==> src/rtl/bsd_pkg.sv <==
// shared types, codes and the character table of the base64 stream decoder
package bsd_pkg;

	localparam int QUEUE_DEPTH = 4;

	// result status codes
	localparam logic [1:0] STATUS_OK         = 2'd0;
	localparam logic [1:0] STATUS_BAD_CHAR   = 2'd1;
	localparam logic [1:0] STATUS_BAD_LENGTH = 2'd2;

	// special sextet codes from the character table
	localparam logic [6:0] SEXTET_PAD = 7'd64;
	localparam logic [6:0] SEXTET_BAD = 7'd65;

	// one queued command: up to three results from one input transfer
	typedef struct packed {
		logic [23:0] bytes;     // msb first
		logic [1:0]  last_idx;  // index of the final result, 0..2
		logic [1:0]  status;
		logic        eom;
	} cmd_t;

	function automatic logic [6:0] sextet_of(input logic [7:0] c);
		logic [6:0] v;
		begin
			v = SEXTET_BAD;
			if (c >= 8'h41 && c <= 8'h5a) begin
				v = 7'(c - 8'h41);
			end else if (c >= 8'h61 && c <= 8'h7a) begin
				v = 7'(c - 8'h61 + 8'd26);
			end else if (c >= 8'h30 && c <= 8'h39) begin
				v = 7'(c - 8'h30 + 8'd52);
			end else if (c == 8'h2b) begin
				v = 7'd62;
			end else if (c == 8'h2f) begin
				v = 7'd63;
			end else if (c == 8'h3d) begin
				v = SEXTET_PAD;
			end
			return v;
		end
	endfunction

endpackage

==> src/rtl/bsd_front.sv <==
// front end: character classification, quad accumulation and command generation
module bsd_front (
	input  logic          clk,
	input  logic          arst_n,
	input  logic          accept,
	input  logic [7:0]    char_code,
	input  logic          end_of_message,
	output logic          push,
	output bsd_pkg::cmd_t push_cmd
);
	import bsd_pkg::*;

	logic [23:0] acc_q, acc_d;
	logic [1:0]  qpos_q, qpos_d;
	logic [2:0]  pad_q, pad_d;
	logic        err_q, err_d;

	logic [6:0]  sextet;
	logic [2:0]  pad_nxt;
	logic [23:0] acc_nxt;

	assign sextet  = sextet_of(char_code);
	assign pad_nxt = (sextet == SEXTET_PAD && pad_q != 3'd7) ? pad_q + 3'd1 : pad_q;
	// pad enters as zero
	assign acc_nxt = {acc_q[17:0], (sextet == SEXTET_PAD) ? 6'd0 : sextet[5:0]};

	always_comb begin
		acc_d    = acc_q;
		qpos_d   = qpos_q;
		pad_d    = pad_q;
		err_d    = err_q;
		push     = 1'b0;
		push_cmd = '0;
		push_cmd.eom = end_of_message;
		if (accept) begin
			if (err_q) begin
				// dropping until end of message
				if (end_of_message) begin
					acc_d  = '0;
					qpos_d = '0;
					pad_d  = '0;
					err_d  = 1'b0;
				end
			end else if (sextet == SEXTET_BAD) begin
				push            = 1'b1;
				push_cmd.status = STATUS_BAD_CHAR;
				if (end_of_message) begin
					acc_d  = '0;
					qpos_d = '0;
					pad_d  = '0;
				end else begin
					err_d = 1'b1;
				end
			end else if (qpos_q == 2'd3) begin
				push            = 1'b1;
				push_cmd.status = STATUS_OK;
				push_cmd.bytes  = acc_nxt;
				case (pad_nxt)
					3'd1:    push_cmd.last_idx = 2'd1;
					3'd2:    push_cmd.last_idx = 2'd0;
					default: push_cmd.last_idx = 2'd2;
				endcase
				acc_d  = '0;
				qpos_d = '0;
				pad_d  = '0;
			end else if (end_of_message) begin
				// message ends inside a quad
				push            = 1'b1;
				push_cmd.status = STATUS_BAD_LENGTH;
				acc_d  = '0;
				qpos_d = '0;
				pad_d  = '0;
			end else begin
				acc_d  = acc_nxt;
				qpos_d = qpos_q + 2'd1;
				pad_d  = pad_nxt;
			end
		end
	end

	always_ff @(posedge clk or negedge arst_n) begin
		if (!arst_n) begin
			acc_q  <= '0;
			qpos_q <= '0;
			pad_q  <= '0;
			err_q  <= 1'b0;
		end else begin
			acc_q  <= acc_d;
			qpos_q <= qpos_d;
			pad_q  <= pad_d;
			err_q  <= err_d;
		end
	end

	a_eom_clears: assert property (@(posedge clk) disable iff (!arst_n)
		(accept && end_of_message) |=> (qpos_q == 2'd0 && pad_q == 3'd0 && !err_q))
		else $error("state not cleared after end of message");

	a_err_silent: assert property (@(posedge clk) disable iff (!arst_n)
		err_q |-> !push)
		else $error("command issued while dropping after an error");

	a_pad_bound: assert property (@(posedge clk) disable iff (!arst_n)
		pad_q <= {1'b0, qpos_q})
		else $error("pad count exceeds characters in quad");

endmodule

==> src/rtl/bsd_queue.sv <==
// command queue between front and back end
module bsd_queue #(
	parameter int Depth = bsd_pkg::QUEUE_DEPTH
) (
	input  logic          clk,
	input  logic          arst_n,
	input  logic          push,
	input  bsd_pkg::cmd_t push_cmd,
	output logic          full,
	input  logic          pop,
	output logic          head_valid,
	output bsd_pkg::cmd_t head_cmd
);
	import bsd_pkg::*;

	localparam int PtrW = (Depth > 1) ? $clog2(Depth) : 1;
	localparam int CntW = $clog2(Depth + 1);

	cmd_t            mem_q [Depth];
	logic [PtrW-1:0] wr_ptr_q, rd_ptr_q;
	logic [CntW-1:0] cnt_q;

	function automatic logic [PtrW-1:0] ptr_inc(input logic [PtrW-1:0] p);
		return (p == PtrW'(Depth - 1)) ? '0 : p + PtrW'(1);
	endfunction

	assign full       = (cnt_q == CntW'(Depth));
	assign head_valid = (cnt_q != '0);
	assign head_cmd   = mem_q[rd_ptr_q];

	always_ff @(posedge clk) begin
		if (push && !full) begin
			mem_q[wr_ptr_q] <= push_cmd;
		end
	end

	always_ff @(posedge clk or negedge arst_n) begin
		if (!arst_n) begin
			wr_ptr_q <= '0;
			rd_ptr_q <= '0;
			cnt_q    <= '0;
		end else begin
			if (push && !full) begin
				wr_ptr_q <= ptr_inc(wr_ptr_q);
			end
			if (pop && head_valid) begin
				rd_ptr_q <= ptr_inc(rd_ptr_q);
			end
			case ({push && !full, pop && head_valid})
				2'b10:   cnt_q <= cnt_q + CntW'(1);
				2'b01:   cnt_q <= cnt_q - CntW'(1);
				default: cnt_q <= cnt_q;
			endcase
		end
	end

	a_no_overflow: assert property (@(posedge clk) disable iff (!arst_n)
		!(push && full))
		else $error("push into full queue");

	a_no_underflow: assert property (@(posedge clk) disable iff (!arst_n)
		!(pop && !head_valid))
		else $error("pop from empty queue");

	a_cnt_bound: assert property (@(posedge clk) disable iff (!arst_n)
		cnt_q <= CntW'(Depth))
		else $error("queue count out of range");

endmodule

==> src/rtl/bsd_back.sv <==
// back end: queued commands to the output register, one result per cycle unless stalled
module bsd_back (
	input  logic          clk,
	input  logic          arst_n,
	input  logic          head_valid,
	input  bsd_pkg::cmd_t head_cmd,
	output logic          pop,
	output logic          result_valid,
	input  logic          result_ready,
	output logic [7:0]    data_byte,
	output logic [1:0]    status,
	output logic          run_last,
	output logic          message_done
);
	import bsd_pkg::*;

	logic [1:0] idx_q;
	logic       valid_q;
	logic [7:0] byte_q;
	logic [1:0] status_q;
	logic       last_q;
	logic       done_q;

	logic       load;
	logic       is_last;
	logic [7:0] byte_sel;

	assign load    = head_valid && (!valid_q || result_ready);
	assign is_last = (idx_q == head_cmd.last_idx);
	assign pop     = load && is_last;

	always_comb begin
		case (idx_q)
			2'd0:    byte_sel = head_cmd.bytes[23:16];
			2'd1:    byte_sel = head_cmd.bytes[15:8];
			default: byte_sel = head_cmd.bytes[7:0];
		endcase
	end

	always_ff @(posedge clk or negedge arst_n) begin
		if (!arst_n) begin
			valid_q <= 1'b0;
			idx_q   <= '0;
		end else begin
			if (load) begin
				valid_q <= 1'b1;
				idx_q   <= is_last ? 2'd0 : idx_q + 2'd1;
			end else if (result_ready) begin
				valid_q <= 1'b0;
			end
		end
	end

	always_ff @(posedge clk) begin
		if (load) begin
			byte_q   <= byte_sel;
			status_q <= head_cmd.status;
			last_q   <= is_last;
			done_q   <= is_last && head_cmd.eom;
		end
	end

	assign result_valid = valid_q;
	assign data_byte    = byte_q;
	assign status       = status_q;
	assign run_last     = last_q;
	assign message_done = done_q;

	a_done_is_last: assert property (@(posedge clk) disable iff (!arst_n)
		valid_q |-> (!done_q || last_q))
		else $error("message_done without run_last");

	a_err_single: assert property (@(posedge clk) disable iff (!arst_n)
		(valid_q && status_q != STATUS_OK) |-> (last_q && byte_q == 8'd0))
		else $error("error result not a single zero result");

	a_idx_bound: assert property (@(posedge clk) disable iff (!arst_n)
		head_valid |-> (idx_q <= head_cmd.last_idx))
		else $error("result index past end of command");

endmodule

==> src/rtl/base64_stream_decoder_top.sv <==
// top level of the streaming base64 decoder
//
//  channel | signals                                           | direction
//  --------+---------------------------------------------------+----------
//  char    | char_valid, char_ready, char_code, end_of_message | in
//  result  | result_valid, result_ready, data_byte, status,    | out
//          | run_last, message_done                            |
//
// one character transfer per cycle while char_ready is high, classified in the same cycle
// the back end sends a result per unstalled cycle; a 4-character quad gives up to 3 results
// the first result reaches the output register through the command queue after its transfer
// char_ready drops only while the command queue is full; the queue absorbs result stalls
// reset clears the quad and error state, the queue pointers and the result valid flag
module base64_stream_decoder_top #(
	parameter int QueueDepth = bsd_pkg::QUEUE_DEPTH
) (
	input  logic       clk,
	input  logic       arst_n,
	input  logic       char_valid,
	output logic       char_ready,
	input  logic [7:0] char_code,
	input  logic       end_of_message,
	output logic       result_valid,
	input  logic       result_ready,
	output logic [7:0] data_byte,
	output logic [1:0] status,
	output logic       run_last,
	output logic       message_done
);
	import bsd_pkg::*;

	logic accept;
	logic push;
	cmd_t push_cmd;
	logic full;
	logic pop;
	logic head_valid;
	cmd_t head_cmd;

	assign char_ready = !full;
	assign accept     = char_valid && char_ready;

	bsd_front u_front (
		.clk            (clk),
		.arst_n         (arst_n),
		.accept         (accept),
		.char_code      (char_code),
		.end_of_message (end_of_message),
		.push           (push),
		.push_cmd       (push_cmd)
	);

	bsd_queue #(
		.Depth (QueueDepth)
	) u_queue (
		.clk        (clk),
		.arst_n     (arst_n),
		.push       (push),
		.push_cmd   (push_cmd),
		.full       (full),
		.pop        (pop),
		.head_valid (head_valid),
		.head_cmd   (head_cmd)
	);

	bsd_back u_back (
		.clk          (clk),
		.arst_n       (arst_n),
		.head_valid   (head_valid),
		.head_cmd     (head_cmd),
		.pop          (pop),
		.result_valid (result_valid),
		.result_ready (result_ready),
		.data_byte    (data_byte),
		.status       (status),
		.run_last     (run_last),
		.message_done (message_done)
	);

endmodule

==> config.mk <==
export PLATFORM = sky130hd
export DESIGN_NAME = base64_stream_decoder_top
export DESIGN_NICKNAME = d
export VERILOG_FILES = /design/src/rtl/bsd_pkg.sv /design/src/rtl/bsd_front.sv /design/src/rtl/bsd_queue.sv /design/src/rtl/bsd_back.sv /design/src/rtl/base64_stream_decoder_top.sv
export SDC_FILE = /design/constraint.sdc
export NUM_CORES = 1
export LEC_CHECK = 0
export ABC_AREA = 1
export BUFFER_PORTS_ARGS = -buffer_cell sky130_fd_sc_hd__buf_4
export CAP_MARGIN = 40
export CORE_MARGIN = 8
export CORE_UTILIZATION = 50
export DETAILED_ROUTE_END_ITERATION = 10
export PLACE_DENSITY = 0.67
export REMOVE_ABC_BUFFERS = 1
export SLEW_MARGIN = 20
export SYNTH_ARGS = -nofsm -noshare
export SYNTH_HDL_FRONTEND = slang
export SYNTH_SLANG_ARGS = --single-unit
==> constraint.sdc <==
create_clock -name clk -period 7.7 [get_ports clk]
set_clock_uncertainty 0.05 [all_clocks]
set_input_delay 1.155 -clock clk [delete_from_list [all_inputs] [get_ports clk]]
set_output_delay 1.155 -clock clk [all_outputs]
set_load 0.01 [all_outputs]
==> summary.txt <==
Placement
  – Inst Count DP: 980
  – Port Buf Inserts: 26
  – Dpl ws: 3.340 ns
  – Hpwl dp: 10630 microns
  – Routability congestion estimate: 0.9115
  – DP Area: 8058 sq um

Finish
  – Design Area, Final: 8687 sq um
  – Nets: 845
  – Layout cells sized above 1: 0.1115
  – N_diodes: 0
  – Finished Layout Cells: 1013
  – Area Overhead vs Synth: 13.19%

Setup path
  – FF-to-FF Start: u_queue.rd_ptr_q[0]
  – Crit-path max FO: 9
  – Worst Setup End Kind: register
  – Worst EP arrival: 4.15 ns
  – Startpoint class of the critical path: input pin
  – Reg2Reg Setup Slack: 4.10 ns
  – WP data required: 7.95 ns
  – Critical path type: input pin to register
  – Register-to-Register Path Depth: 14
  – Setup crit end: u_queue.cnt_q[2]
  – Setup crit start: char_code[1]
  – R2r endpoint: u_queue.cnt_q[2]

Timing
  – Slew headroom: 0.4722
  – Endpoints failing setup: 0
  – Worst Tran Pin Value: 0.7899 ns
  – Final hold violations: 0
  – Slew Viols, Final: 0
  – Total Neg Setup Slack: 0 ns
  – Final period util: 0.5061
  – Final min period: 3.897 ns
  – Fmax: 256.6 MHz
  – Setup WS post-layout: 3.803 ns
  – RSZ-0062 raised after global routing: false

Job
  – Number of max-cap violations: 0

Clock tree
  – CTS buffer count: 17
  – Setup bufs post-CTS: 0
  – Root buffer cell: clkbuf_16
  – H-tree level count: 4
  – Hold_buf cts: 0
  – Worst-path clk slew: 0.06 ns
  – Clk_lat worst skew: 0.42 ns
  – CTS tree: yes
  – Clock sinks: 162
  – Cts repair resizes: 0
  – Clk buf depth: 2

Die
  – Die H: 139.9 microns
  – Io pins: 27
  – Core region area: 15090 sq um
  – Row count: 45
  – Die X: 139.9 microns
  – Die footprint: 19570 sq um
  – Initial Utilization: 0.5086

Drt
  – Pre-Repair DR Iteration Count: 5
  – DR vias: 5581
  – DRC viols: 0
  – DR iter-0 viols: 497
  – Final ANT Viol Nets: 0
  – Final WL: 17290 microns
  – Drt wl/cell: 17.07 microns
  – Vias/cell: 5.509

Pwr
  – Maximum VDD drop: 0.1819 mV
  – Pwr/cell area: 380.1 nW/um^2
  – Power Total: 3.302 mW
  – P_leak: 3.528 nW

Global route
  – Total gr overflow: 0
  – Vias in the first global route: 5625
  – Pin count of the biggest net entering global routing: 62
  – Initial antenna violation count: 0
  – GRT Total Usage: 0.1857
  – First-pass GRT wire length: 28550 microns

Synthesis
  – Distinct cells, synth: 36
  – Yosys reg bits: 162
  – Synth Cell Area: 7675 sq um
  – Yosys Warn Count: 0
  – Post-synthesis sequential area ratio: 0.6117
  – Number of synthesized flops with an enable pin: 128
  – Syn Inst Count: 791
  – Post-synth top flop: edfxtp_1
  – Async set or reset register ratio after synthesis: 0.2099
  – Synthesized area per cell: 9.703 sq um

Hold path
  – Hold path depth: 1
  – Worst min path class: register to register

Outcome
  – Outcome: complete, no violations
-- sequential cells by signal (all words and copies together), names as in the netlist --
signal / cells
u_back.data_byte: 8
u_back.idx_q: 2
u_back.message_done: 1
u_back.result_valid: 1
u_back.run_last: 1
u_back.status: 2
u_front.acc_q: 18
u_front.err_q: 1
u_front.pad_q: 3
u_front.qpos_q: 2
u_queue.cnt_q: 3
u_queue.mem_q: 116
u_queue.rd_ptr_q: 2
u_queue.wr_ptr_q: 2
-- cells in the final DEF, fill, tap and decap left out, drive strengths merged, types with 16 or more instances in the layout --
cell type / synthesis / routed
nor2: 193 / 193
edfxtp: 128 / 128
nand2: 113 / 113
o21ai: 94 / 94
inv: 74 / 75
nand3: 37 / 37
buf: 8 / 36
dfrtp: 34 / 34
o22ai: 28 / 28
ha: 19 / 19
clkbuf: 26 / 17
a21oi: 16 / 16
-- worst min-delay path by stage --
stage,endpoint,startpoint,slack (ns)
floorplan,u_queue.cnt_q[0],u_queue.cnt_q[0],0.40
global placement,u_queue.cnt_q[0],u_queue.cnt_q[0],0.41
detailed placement,u_queue.cnt_q[0],u_queue.cnt_q[0],0.42
CTS,u_queue.cnt_q[0],u_queue.cnt_q[0],0.43
global route,u_queue.cnt_q[0],u_queue.cnt_q[0],0.47
finish,u_queue.cnt_q[0],u_queue.cnt_q[0],0.43
-- cell usage after synthesis, drive strengths merged, types with 8 or more instances --
cell type,number,share of area
xor2,9,0.010
buf,8,0.0064
o22ai,28,0.023
nand3,37,0.025
ha,19,0.031
dfrtp,34,0.11
nor2,193,0.099
nand2,113,0.058
edfxtp,128,0.50
clkbuf,26,0.013
inv,74,0.036
a21oi,16,0.012
o21ai,94,0.062
-- power by group --
group | switching [mW] | leakage, nW | internal, mW
registers | 0.0950 | 1.60 | 1.20
clock network | 0.337 | 0.299 | 0.539
logic | 0.767 | 1.63 | 0.363
-- per-layer routing --
layer | wire length, microns | track usage | vias up | share of wire
met5 | 0 | 0 | - | 0
met4 | 264 | 0.06914 | 0 | 0.015
met3 | 829 | 0.04145 | 24 | 0.048
met2 | 8649 | 0.3141 | 151 | 0.50
met1 | 7547 | 0.2289 | 2719 | 0.44
li1 | - | - | 2687 | -
-- per-stage QoR --
stage,utilization,hold WS (ns)
3_3_place_gp,0.5324,0.4129
6_report,0.5757,0.4335
5_1_grt,0.5757,0.4658
3_5_place_dp,0.5340,0.4227
2_1_floorplan,-,0.3965
4_1_cts,0.5747,0.4344
-- critical path: stages --
cell     delay, ns
buf_4         0.14
inv_1         0.13
ha_1          0.25
nand2_1       0.08
nor2_2        0.21
a21oi_4       0.10
nand2_2       0.12
inv_2         0.05
nand2_1       0.05
nand2_1       0.05
nand2_1       0.08
nor2_2        0.05
nand2_4       0.12
nor2_4        0.07
o21ai_2       0.36
ha_1          0.22
inv_1         0.07
fa_1          0.43
a21oi_1       0.14
o21ai_0       0.11
xor2_1        0.15
-- cell families (layout without fill, tap and decap cells) --
logic type / count (synthesis) / count (layout) / synth area share
AO/OA/AOI/OAI: 143 / 143 / 0.1022
XOR/XNOR: 11 / 11 / 0.01255
adder cells (fa/ha/maj): 20 / 20 / 0.03358
buffers and inverters: 108 / 142 / 0.05543
AND/OR/NAND/NOR: 347 / 347 / 0.1845
flip-flops: 162 / 162 / 0.6117
-- area by class of cell --
type | instances | area (sq um)
repair buffers | 36 | 285.3
multi-input cells | 521 | 2580
well taps | 188 | 235.2
clock buffers | 17 | 425.4
fillers | 1291 | 6402
flip-flops and latches | 162 | 4695
clock inverters | 15 | 188.9
inverters | 74 | 277.8
No activity file was read; power rests on OpenSTA's default activity.
